## src/hw/rtl/gbalu_pkg.sv

```systemverilog
// ----------------------------------------------------------------------------
// gbalu_pkg
// Shared types and constants for the handheld CPU arithmetic and flag unit.
// ----------------------------------------------------------------------------
package gbalu_pkg;

    // Operation codes
    localparam logic [3:0] OP_ADD   = 4'd0;
    localparam logic [3:0] OP_ADC   = 4'd1;
    localparam logic [3:0] OP_SUB   = 4'd2;
    localparam logic [3:0] OP_SBC   = 4'd3;
    localparam logic [3:0] OP_AND   = 4'd4;
    localparam logic [3:0] OP_XOR   = 4'd5;
    localparam logic [3:0] OP_OR    = 4'd6;
    localparam logic [3:0] OP_CP    = 4'd7;
    localparam logic [3:0] OP_INC   = 4'd8;
    localparam logic [3:0] OP_DEC   = 4'd9;
    localparam logic [3:0] OP_DAA   = 4'd10;
    localparam logic [3:0] OP_CPL   = 4'd11;
    localparam logic [3:0] OP_SCF   = 4'd12;
    localparam logic [3:0] OP_CCF   = 4'd13;
    localparam logic [3:0] OP_ADD16 = 4'd14;
    localparam logic [3:0] OP_ADDSP = 4'd15;

    // Decimal adjust corrections
    localparam logic [7:0] DAA_LO_ADJ = 8'h06;
    localparam logic [7:0] DAA_HI_ADJ = 8'h60;
    localparam logic [7:0] DAA_HI_MAX = 8'h99;
    localparam logic [3:0] DAA_LO_MAX = 4'h9;

    typedef struct packed {
        logic z;
        logic n;
        logic h;
        logic c;
    } flags_t;

    typedef struct packed {
        logic [15:0] result;
        flags_t      flags;
        logic        wr;
    } alu_res_t;

endpackage

```

## src/hw/rtl/gbalu_core.sv

```systemverilog
// ----------------------------------------------------------------------------
// gbalu_core
// Combinational ALU: result, new flags and write-back strobe for one operation.
// ----------------------------------------------------------------------------
module gbalu_core
(
    input  logic [3:0]         op,
    input  logic [15:0]        operand_a,
    input  logic [15:0]        operand_b,
    input  gbalu_pkg::flags_t  flags,
    output gbalu_pkg::alu_res_t res
);

    logic [7:0]  a;
    logic [7:0]  b;
    logic        cin;
    logic [8:0]  sum9;
    logic [4:0]  nib5;
    logic [16:0] sum17;
    logic [12:0] sum13;
    logic [15:0] b_ext;
    logic [7:0]  daa_v;
    logic        daa_c;

    assign a   = operand_a[7:0];
    assign b   = operand_b[7:0];
    assign cin = flags.c;

    always_comb
    begin
        res   = '{result: 16'h0000, flags: flags, wr: 1'b1};
        sum9  = 9'd0;
        nib5  = 5'd0;
        sum17 = 17'd0;
        sum13 = 13'd0;
        b_ext = 16'h0000;
        daa_v = a;
        daa_c = cin;

        unique case (op) inside
            gbalu_pkg::OP_ADD, gbalu_pkg::OP_ADC:
            begin
                sum9 = {1'b0, a} + {1'b0, b} + {8'd0, (op == gbalu_pkg::OP_ADC) & cin};
                nib5 = {1'b0, a[3:0]} + {1'b0, b[3:0]}
                     + {4'd0, (op == gbalu_pkg::OP_ADC) & cin};
                res.result = {8'h00, sum9[7:0]};
                res.flags  = '{z: (sum9[7:0] == 8'h00), n: 1'b0, h: nib5[4], c: sum9[8]};
            end
            gbalu_pkg::OP_SUB, gbalu_pkg::OP_SBC, gbalu_pkg::OP_CP:
            begin
                // bit 8 / bit 4 of the widened difference is the borrow
                sum9 = {1'b0, a} - {1'b0, b} - {8'd0, (op == gbalu_pkg::OP_SBC) & cin};
                nib5 = {1'b0, a[3:0]} - {1'b0, b[3:0]}
                     - {4'd0, (op == gbalu_pkg::OP_SBC) & cin};
                res.result = {8'h00, sum9[7:0]};
                res.flags  = '{z: (sum9[7:0] == 8'h00), n: 1'b1, h: nib5[4], c: sum9[8]};
                res.wr     = (op != gbalu_pkg::OP_CP);
            end
            gbalu_pkg::OP_AND:
            begin
                res.result = {8'h00, a & b};
                res.flags  = '{z: ((a & b) == 8'h00), n: 1'b0, h: 1'b1, c: 1'b0};
            end
            gbalu_pkg::OP_XOR:
            begin
                res.result = {8'h00, a ^ b};
                res.flags  = '{z: ((a ^ b) == 8'h00), n: 1'b0, h: 1'b0, c: 1'b0};
            end
            gbalu_pkg::OP_OR:
            begin
                res.result = {8'h00, a | b};
                res.flags  = '{z: ((a | b) == 8'h00), n: 1'b0, h: 1'b0, c: 1'b0};
            end
            gbalu_pkg::OP_INC:
            begin
                daa_v      = a + 8'd1;
                res.result = {8'h00, daa_v};
                res.flags  = '{z: (daa_v == 8'h00), n: 1'b0, h: (a[3:0] == 4'hF), c: cin};
            end
            gbalu_pkg::OP_DEC:
            begin
                daa_v      = a - 8'd1;
                res.result = {8'h00, daa_v};
                res.flags  = '{z: (daa_v == 8'h00), n: 1'b1, h: (a[3:0] == 4'h0), c: cin};
            end
            gbalu_pkg::OP_DAA:
            begin
                if (!flags.n)
                begin
                    if (cin || (a > gbalu_pkg::DAA_HI_MAX))
                    begin
                        daa_v = daa_v + gbalu_pkg::DAA_HI_ADJ;
                        daa_c = 1'b1;
                    end
                    // +0x60 leaves the low nibble untouched
                    if (flags.h || (a[3:0] > gbalu_pkg::DAA_LO_MAX))
                    begin
                        daa_v = daa_v + gbalu_pkg::DAA_LO_ADJ;
                    end
                end
                else
                begin
                    if (cin)
                    begin
                        daa_v = daa_v - gbalu_pkg::DAA_HI_ADJ;
                    end
                    if (flags.h)
                    begin
                        daa_v = daa_v - gbalu_pkg::DAA_LO_ADJ;
                    end
                end
                res.result = {8'h00, daa_v};
                res.flags  = '{z: (daa_v == 8'h00), n: flags.n, h: 1'b0, c: daa_c};
            end
            gbalu_pkg::OP_CPL:
            begin
                res.result = {8'h00, ~a};
                res.flags  = '{z: flags.z, n: 1'b1, h: 1'b1, c: cin};
            end
            gbalu_pkg::OP_SCF:
            begin
                res.wr    = 1'b0;
                res.flags = '{z: flags.z, n: 1'b0, h: 1'b0, c: 1'b1};
            end
            gbalu_pkg::OP_CCF:
            begin
                res.wr    = 1'b0;
                res.flags = '{z: flags.z, n: 1'b0, h: 1'b0, c: ~cin};
            end
            gbalu_pkg::OP_ADD16:
            begin
                sum17 = {1'b0, operand_a} + {1'b0, operand_b};
                sum13 = {1'b0, operand_a[11:0]} + {1'b0, operand_b[11:0]};
                res.result = sum17[15:0];
                res.flags  = '{z: flags.z, n: 1'b0, h: sum13[12], c: sum17[16]};
            end
            gbalu_pkg::OP_ADDSP:
            begin
                // carries come from the unsigned low-byte add
                b_ext = {{8{b[7]}}, b};
                sum9  = {1'b0, a} + {1'b0, b};
                nib5  = {1'b0, a[3:0]} + {1'b0, b[3:0]};
                res.result = operand_a + b_ext;
                res.flags  = '{z: 1'b0, n: 1'b0, h: nib5[4], c: sum9[8]};
            end
            default:
            begin
                res.wr = 1'b1;
            end
        endcase
    end

endmodule

```

## src/hw/rtl/gameboy_cpu_alu_flags.sv

```systemverilog
// ----------------------------------------------------------------------------
// gameboy_cpu_alu_flags
// Arithmetic and flag unit of an 8-bit handheld console CPU, stream wrapped.
// ----------------------------------------------------------------------------
//
//  Channel  | Dir | Handshake          | Payload
//  ---------+-----+--------------------+--------------------------------------
//  s_*      | in  | s_tvalid/s_tready  | tuser: op; tdata: operand_a, operand_b
//  m_*      | out | m_tvalid/m_tready  | tdata: result, Z, N, H, C, write strobe
//
//  The result is registered: the input register, then the ALU into the result
//  register. One transaction per cycle is sustained while m_tready stays high;
//  the flag register is written as each operation enters the result register,
//  so the next operation always sees up-to-date flags.
//  rst_n clears both valid bits and the flags (all zero).
//  A stalled result holds in place; the input stage still moves up while
//  the result register is empty or being drained.
//
module gameboy_cpu_alu_flags
(
    input  logic        clk,
    input  logic        rst_n,

    input  logic        s_tvalid,
    output logic        s_tready,
    input  logic [31:0] s_tdata,   // [15:0] operand_a, [31:16] operand_b
    input  logic [3:0]  s_tuser,   // [3:0] op

    output logic        m_tvalid,
    input  logic        m_tready,
    output logic [23:0] m_tdata    // [15:0] result, [16] zero_flag, [17] subtract_flag,
                                   // [18] half_carry_flag, [19] carry_flag,
                                   // [20] writes_result, [23:21] zero
);

    // Input stage
    logic        in_vld_reg;
    logic [3:0]  in_op_reg;
    logic [15:0] in_a_reg;
    logic [15:0] in_b_reg;

    // Processor flags, held across operations
    gbalu_pkg::flags_t flags_reg;

    // Result stage
    logic                out_vld_reg;
    gbalu_pkg::alu_res_t out_res_reg;

    gbalu_pkg::alu_res_t alu_res;
    logic                adv;        // input stage moves into result register
    logic                s_xfer;

    assign adv      = in_vld_reg && (!out_vld_reg || m_tready);
    assign s_tready = !in_vld_reg || adv;
    assign s_xfer   = s_tvalid && s_tready;

    gbalu_core u_core
    (
        .op        (in_op_reg),
        .operand_a (in_a_reg),
        .operand_b (in_b_reg),
        .flags     (flags_reg),
        .res       (alu_res)
    );

    always_ff @(posedge clk or negedge rst_n)
    begin
        if (!rst_n)
        begin
            in_vld_reg  <= 1'b0;
            out_vld_reg <= 1'b0;
            flags_reg   <= '{z: 1'b0, n: 1'b0, h: 1'b0, c: 1'b0};
        end
        else
        begin
            if (s_tready)
            begin
                in_vld_reg <= s_tvalid;
            end
            if (adv)
            begin
                out_vld_reg <= 1'b1;
                flags_reg   <= alu_res.flags;
            end
            else if (m_tready)
            begin
                out_vld_reg <= 1'b0;
            end
        end
    end

    // Payload registers, no reset
    always_ff @(posedge clk)
    begin
        if (s_xfer)
        begin
            in_op_reg <= s_tuser;
            in_a_reg  <= s_tdata[15:0];
            in_b_reg  <= s_tdata[31:16];
        end
        if (adv)
        begin
            out_res_reg <= alu_res;
        end
    end

    assign m_tvalid = out_vld_reg;
    assign m_tdata  = {3'b000,
                       out_res_reg.wr,
                       out_res_reg.flags.c,
                       out_res_reg.flags.h,
                       out_res_reg.flags.n,
                       out_res_reg.flags.z,
                       out_res_reg.result};

endmodule

```

## config.mk

```make
export PLATFORM = sky130hd
export DESIGN_NAME = gameboy_cpu_alu_flags
export DESIGN_NICKNAME = d
export VERILOG_FILES = /design/src/hw/rtl/gbalu_pkg.sv /design/src/hw/rtl/gbalu_core.sv /design/src/hw/rtl/gameboy_cpu_alu_flags.sv
export SDC_FILE = /design/constraint.sdc
export NUM_CORES = 1
export LEC_CHECK = 0
export ABC_AREA = 1
export BUFFER_PORTS_ARGS = -buffer_cell sky130_fd_sc_hd__buf_2
export CAP_MARGIN = 20
export CORE_UTILIZATION = 50
export DETAILED_ROUTE_END_ITERATION = 16
export GPL_TIMING_DRIVEN = 0
export PLACE_DENSITY_LB_ADDON = 0.25
export SYNTH_ARGS = -nofsm -noshare
export SYNTH_HDL_FRONTEND = slang
export SYNTH_SLANG_ARGS = --single-unit
```

## constraint.sdc

```tcl
create_clock -name clk -period 2.8 [get_ports clk]
set_clock_uncertainty 0.15 [all_clocks]
set_input_delay 0.42 -clock clk [delete_from_list [all_inputs] [get_ports clk]]
set_output_delay 0.42 -clock clk [all_outputs]
set_load 0.03 [all_outputs]
```

==> impl_metrics.py, run 1 <==
metrics = {
    "yosys": {
        "synthXorXnorAreaFrac_pct": 4.95,
        "synthAdderAreaFrac_pct": 13.7,
        "synth_warnings": 0,
        "async_reset_ff_share_pct": 9.52,
        "netlist_area_um2": 5660,
        "yosysMostFrequentCell": "nand2_1",
        "synth_seq_cells": 63,
        "synth_top_family_by_area": "simple AND/OR/NAND/NOR gates",
        "synth.area.mux_share_pct": 0,
        "synth_cells": 724,
        "syn_avg_cell_area_um2": 7.81,
        "ys_types": 45,
        "yosysTopAreaCell": "edfxtp_1",
        "post-synth-top-area-fraction_pct": 30.3,
        "synthFlopType": "edfxtp_1",
        "synth_edf_count": 57,
        "yosys-top-cells-count": "175 x nand2_1, 72 x inv_1, 57 x edfxtp_1, 57 x ha_1, 55 x nand3_1",
        "synth-simple-area-share_pct": 28.0,
        "netlist_top_cells_area": "edfxtp_1 30%, ha_1 13%, nand2_1 12%",
        "yosysSeqAreaShare_pct": 32.9,
        "synth-compound-area-share_pct": 12.4,
    },
    "setup_path": {
        "r2r_start": "in_op_reg[2]$_DFFE_PP_",
        "crit_path_start": "in_op_reg[2]$_DFFE_PP_",
        "crit_required_ns": 2.75,
        "crit_fanout": 3,
        "worstSetupPathType": "register to register",
        "start_kind": "register",
        "crit_path_end_kind": "register",
        "reg2reg_slack_ns": -0.26,
        "crit_arrival_ns": 3.00,
    },
    "sta": {
        "fmax_mhz": 327,
        "setup_violations": 8,
        "fin_crit_sh_pct": 109,
        "hold_viol": 0,
        "maxSlewViolCount": 0,
        "relSlewSlack_pct": 30.4,
        "worst-slew-pin-transition_ns": 1.04,
        "setup_ws_ns": -0.258,
        "min_period_ns": 3.06,
        "grt_setup_unrepaired": "yes",
    },
    "global_route": {
        "grt_max_degree": 28,
        "grt_antenna_before_repair": 0,
        "grt_overflow": 0,
        "grt_pass1_wl_mm": 25.6,
        "grt_pass1_vias": 5152,
        "grtUsageTotal_pct": 29.5,
    },
    "cts": {
        "clk_latency_ns": 0.34,
        "numCtsBuffers": 9,
        "cts_tree": "done",
        "htree_levels": 3,
        "clk_pin_slew_ns": 0.05,
        "cts.sinks": 63,
        "cts_buffer_depth": 2,
        "clock-root-buffer": "clkbuf_16",
    },
    "routing": {
        "via_per_inst": 5.75,
        "num_vias": 5637,
        "drt-initial-drc-count": 467,
        "drc": 0,
        "ant_nets": 0,
        "wl_per_cell_um": 17.6,
        "drt-pass1-iter-count": 6,
        "wl_mm": 17.2,
    },
    "power": {
        "leakage_nw": 3.26,
        "peakVddDrop_mv": 0.539,
        "cellPowerDensity_nw_per_um2": 578,
    },
    "hold_path": {
        "hp-class": "input port to register",
        "hp-start": "s_tdata[30]",
    },
    "final_layout": {
        "nets": 936,
        "utilization_pct": 65.1,
        "n_antenna_cell": 0,
        "drive_above_1_share_pct": 30.1,
        "nFillCells": 963,
        "largest_register_ffs": 21,
        "syn2layout_area_growth_pct": 25.8,
    },
    "placed_design": {
        "pre_cts_slack_ns": -0.558,
        "gp_congestion": 1.03,
        "hpwl_mm": 13.1,
        "io_buffers": 62,
    },
    "floorplan": {
        "core_um2": 10900,
        "die_area_um2": 11700,
        "die_h_um": 108,
        "ios": 66,
        "die_w_um": 108,
        "num_rows": 38,
        "start_util_pct": 51.7,
    },
    "status": {
        "status": "finished with violations",
        "violations": "setup timing",
    },
    "job": {
        "cap_violations": 0,
    },
}
## worst max-delay path: stages, from the launching register on
cell and delay (ns):
edfxtp_1 0.44, nor2_4 0.18, nand3_4 0.12, fa_2 0.39
inv_2 0.07, fa_2 0.20, nand2_2 0.06, nand2_2 0.05
nand2_2 0.06, buf_4 0.14, buf_4 0.13, xor2_1 0.30
nor3_1 0.10, nand3_1 0.14, nor2_1 0.07, nor2_2 0.14
nand2_2 0.07
## cell families after synthesis
kind of cell,after synthesis
AND/OR/NAND/NOR,344
AO/OA/AOI/OAI,116
buffers and inverters,108
flip-flops,63
adder cells (fa/ha/maj),60
XOR/XNOR,32
other,1
## placed cells by master, fill, tap and decap left out, drive strengths merged
master	netlist	layout
o21bai	4	4
a22o	1	1
nor3	16	16
xnor2	10	10
conb	1	3
o221ai	4	4
dlygate4sd3	0	1
a21oi	49	49
clkinv	1	4
nand3	60	60
nor4	5	5
nand3b	1	1
nand2	199	199
or2	1	1
a21o	1	1
xor2	22	22
edfxtp	57	57
ha	57	57
a211oi	3	3
clkinvlp	0	1
o31ai	1	1
o21ai	33	33
o22ai	7	7
dfrtp	6	6
fa	3	3
buf	9	107
nand4	15	15
o211ai	2	2
o2111ai	9	9
bufinv	0	2
clkbuf	1	12
inv	97	96
a221oi	2	2
nor2	47	47
## routing by layer
metal / track usage [%] / share of wire [%] / vias up
li1: - / - / 2684
met4: 12.5 / 2.5 / 0
met2: 47.0 / 46 / 256
met3: 6.21 / 7.5 / 32
met1: 38.6 / 44 / 2665
met5: 0 / 0 / -
## worst paths after layout
kind,to,depth (start not counted)
max in group asynchronous,flags_reg[0]$_DFFE_PN0P_,2
min in group asynchronous,flags_reg[2]$_DFFE_PN0P_,2
worst min register to register,flags_reg[3]$_DFFE_PN0P_,2
worst max register to register,m_tdata[16]$_DFFE_PP_,16
worst max-delay path,m_tdata[16]$_DFFE_PP_,16
worst min-delay path,in_b_reg[14]$_DFFE_PP_,1
## area by class of cell
| class | count | area, µm² | share of cell area [%] |
|---|---|---|---|
| Clock inverter | 5 | 72.6 | 1.02 |
| Clock buffer | 11 | 233 | 3.27 |
| Buffer | 10 | 87.6 | 1.23 |
| Timing Repair Buffer | 99 | 618 | 8.69 |
| Tap cell | 140 | 175 | 2.46 |
| Sequential cell | 63 | 1860 | 26.2 |
| Multi-Input combinational cell | 555 | 3680 | 51.7 |
| Inverter | 98 | 389 | 5.47 |
## stage by stage
step	cell area [µm²]	power [W]	setup TNS (ns)	hold WS [ns]	instances
floorplan	5660	0.00228	0	-0.0256	726
CTS	6740	0.00394	-0.733	0.0887	961
global route	7120	0.00431	-2.29	0.0916	981
finish	7120	0.00412	-1.35	0.0993	981
detailed placement	6180	0.00268	-6.27	0.111	929
global placement	6150	0.00263	-5.67	0.104	928
## where the power goes
group | switching [W] | total, W | leakage, nW | internal, W
Combinational | 0.00111 | 0.00172 | 2.48 | 0.000605
Clock | 0.000402 | 0.00117 | 0.149 | 0.000771
Sequential | 0.0000580 | 0.00123 | 0.630 | 0.00117
Total | 0.00157 | 0.00412 | 3.26 | 0.00254
## timing repair
item,in CTS,in global routing
setup endpoints to repair,19,15
cloned,0,0
endpoints found under the hold margin,6,0
hold buffers,1,0
gates resized for setup,32,57
pin swaps,19,31
setup buffers,15,20
Note: power is estimated with default switching activity, not from simulation.
==> run 2: changes to the inputs <==
--- a/config.mk
+++ b/config.mk
@@ -8,7 +8,7 @@
 export ABC_AREA = 1
 export BUFFER_PORTS_ARGS = -buffer_cell sky130_fd_sc_hd__buf_2
 export CAP_MARGIN = 20
-export CORE_UTILIZATION = 50
+export CORE_UTILIZATION = 45
 export DETAILED_ROUTE_END_ITERATION = 16
 export GPL_TIMING_DRIVEN = 0
 export PLACE_DENSITY_LB_ADDON = 0.25
==> run 2 against run 1 <==
Die area grew 11%; critical endpoint unchanged; final cell count rose by 3.0%; sequential power is essentially flat; non-clock buffer count grew 1; global-route usage shrank 2.3 points; count of clock-buffer cells in the layout is 2 lower; the run still ends with setup timing left; largest power group unchanged; cell area grew 1.1%; power decreased by 1.9%.
==> impl_metrics.py, run 2 (synthesized netlist as in run 1, its figures left out) <==
metrics = {
    "status": {
        "status": "finished with violations",
        "violations": "setup timing",
    },
    "cts": {
        "clock-root-buffer": "clkbuf_16",
        "cts.sinks": 63,
        "clk_pin_slew_ns": 0.06,
        "htree_levels": 3,
        "clk_latency_ns": 0.34,
        "cts_tree": "done",
        "cts_buffer_depth": 2,
        "numCtsBuffers": 9,
    },
    "floorplan": {
        "num_rows": 40,
        "die_h_um": 114,
        "core_um2": 12100,
        "die_area_um2": 13000,
        "start_util_pct": 46.7,
        "ios": 66,
        "die_w_um": 114,
    },
    "global_route": {
        "grt_pass1_wl_mm": 26.6,
        "grt_max_degree": 28,
        "grt_overflow": 0,
        "grtUsageTotal_pct": 27.2,
        "grt_pass1_vias": 5088,
        "grt_antenna_before_repair": 0,
    },
    "power": {
        "p_switching_w": 0.00158,
        "combPwrFrac_pct": 42.8,
        "cellPowerDensity_nw_per_um2": 562,
        "leakage_nw": 3.24,
        "p_sw_share_pct": 39.2,
        "peakVddDrop_mv": 0.431,
        "pwr-share-clk_pct": 26.9,
        "p_int_w": 0.00246,
        "seqPwrFrac_pct": 30.3,
        "p_total_w": 0.00404,
    },
    "final_layout": {
        "n_antenna_cell": 0,
        "seqCellArea_um2": 1860,
        "utilization_pct": 59.4,
        "syn2layout_area_growth_pct": 27.1,
        "stdcell_area_um2": 7190,
        "final_cell_mix": "161 x nand2_1, 64 x inv_1, 63 x buf_2",
        "layout_commonest_cell": "nand2_1",
        "multi_input_area_um2": 3730,
        "largest_register_ffs": 21,
        "nFillCells": 1118,
        "drive_above_1_share_pct": 31.7,
        "nets": 937,
    },
    "routing": {
        "drc": 0,
        "wl_mm": 17.4,
        "drt-initial-drc-count": 378,
        "num_vias": 5492,
        "ant_nets": 0,
        "via_per_inst": 5.44,
        "drt-pass1-iter-count": 5,
        "wl_per_cell_um": 17.2,
    },
    "sta": {
        "grt_setup_unrepaired": "yes",
        "setup_ws_ns": -0.201,
        "setup_violations": 5,
        "min_period_ns": 3.00,
        "relSlewSlack_pct": 34.8,
        "fmax_mhz": 333,
        "setup-tns-final_ns": -0.892,
        "fin_crit_sh_pct": 107,
        "worst-slew-pin-transition_ns": 0.977,
        "hold_viol": 0,
        "maxSlewViolCount": 0,
    },
    "hold_path": {
        "timing.hold.worst_endpoint": "in_a_reg[6]$_DFFE_PP_",
        "hold_path_depth": 1,
        "hp-class": "input port to register",
        "hp-start": "s_tdata[6]",
    },
    "setup_path": {
        "crit_arrival_ns": 2.94,
        "reg2reg_slack_ns": -0.20,
        "start_kind": "register",
        "crit_required_ns": 2.73,
        "r2r_start": "in_op_reg[2]$_DFFE_PP_",
        "rr_worst_depth": 14,
        "crit_fanout": 4,
        "timing.rr.end": "m_tdata[16]$_DFFE_PP_",
        "crit_path_end_kind": "register",
        "worstSetupPathType": "register to register",
    },
    "placed_design": {
        "io_buffers": 62,
        "hpwl_mm": 13.6,
        "post_dp_cell_area_um2": 6210,
        "gp_congestion": 0.971,
    },
    "job": {
        "cap_violations": 0,
    },
}
## run 2: cell types whose count changed in the layout (fill, tap and decap cells not counted), sizes merged
cell,before,now
buf,107,108
bufinv,2,1
clkbuf,12,10
clkinv,4,6
clkinvlp,1,4
inv,96,94
## run 2: worst max path at each step
stage	start	end	cells after the start
after floorplan	in_a_reg[0]$_DFFE_PP_	m_tdata[16]$_DFFE_PP_	14
after global placement	in_a_reg[1]$_DFFE_PP_	m_tdata[16]$_DFFE_PP_	15
after detailed placement	in_a_reg[1]$_DFFE_PP_	m_tdata[16]$_DFFE_PP_	15
after CTS	in_op_reg[2]$_DFFE_PP_	flags_reg[3]$_DFFE_PN0P_	17
after global routing	in_op_reg[2]$_DFFE_PP_	m_tdata[16]$_DFFE_PP_	14
final	in_op_reg[2]$_DFFE_PP_	m_tdata[16]$_DFFE_PP_	14
## run 2: routing by layer
metal	vias to the layer above	routed length, µm	global-route usage [%]
met3	34	1020	5.13
met1	2577	8040	37.5
li1	2683	-	-
met2	198	7900	43.6
met4	0	444	7.71
met5	-	0	0
## run 2: power groups by stage
stage          registers (W)  logic, W  clock network [W]
5_1_grt              0.00124   0.00188            0.00114
2_1_floorplan        0.00134  0.000937                  0
3_5_place_dp         0.00126   0.00143                  0
6_report             0.00122   0.00173            0.00109
4_1_cts              0.00123   0.00156            0.00111
3_3_place_gp         0.00126   0.00140                  0
## run 2: through the flow
step	cells	hold slack (ns)	setup WS, ns
detailed placement	957	0.110	-0.531
global placement	956	0.104	-0.525
finish	1010	0.103	-0.201
global route	1010	0.0909	-0.321
CTS	991	0.0923	-0.196
floorplan	726	-0.0256	0.0717
## run 2: repair_timing
action	CTS	global route
gates resized for setup	37	62
hold buffers	1	0
pin swaps	9	22
setup buffers	17	19
hold endpoints to repair	6	0
endpoints found under the setup margin	18	16
## run 2: area by class of cell
type	count	share of cell area (%)
Multi-Input combinational cell	555	51.9
Sequential cell	63	25.9
Timing Repair Buffer	100	8.60
Inverter	98	5.45
Clock buffer	9	3.13
Tap cell	168	2.92
Buffer	10	1.22
Clock inverter	7	0.887
## run 2: worst max-delay path, stage by stage, from the launching register on
cell and delay, ns:
edfxtp_1 0.44, nor2_2 0.18, nand3_2 0.13, fa_2 0.58
inv_2 0.05, ha_4 0.15, o21ai_2 0.13, nand2_2 0.08
buf_4 0.14, nand4_1 0.08, nand2_2 0.11, xor2_4 0.28
nor2_4 0.07, nor2_4 0.11, nand2_2 0.08
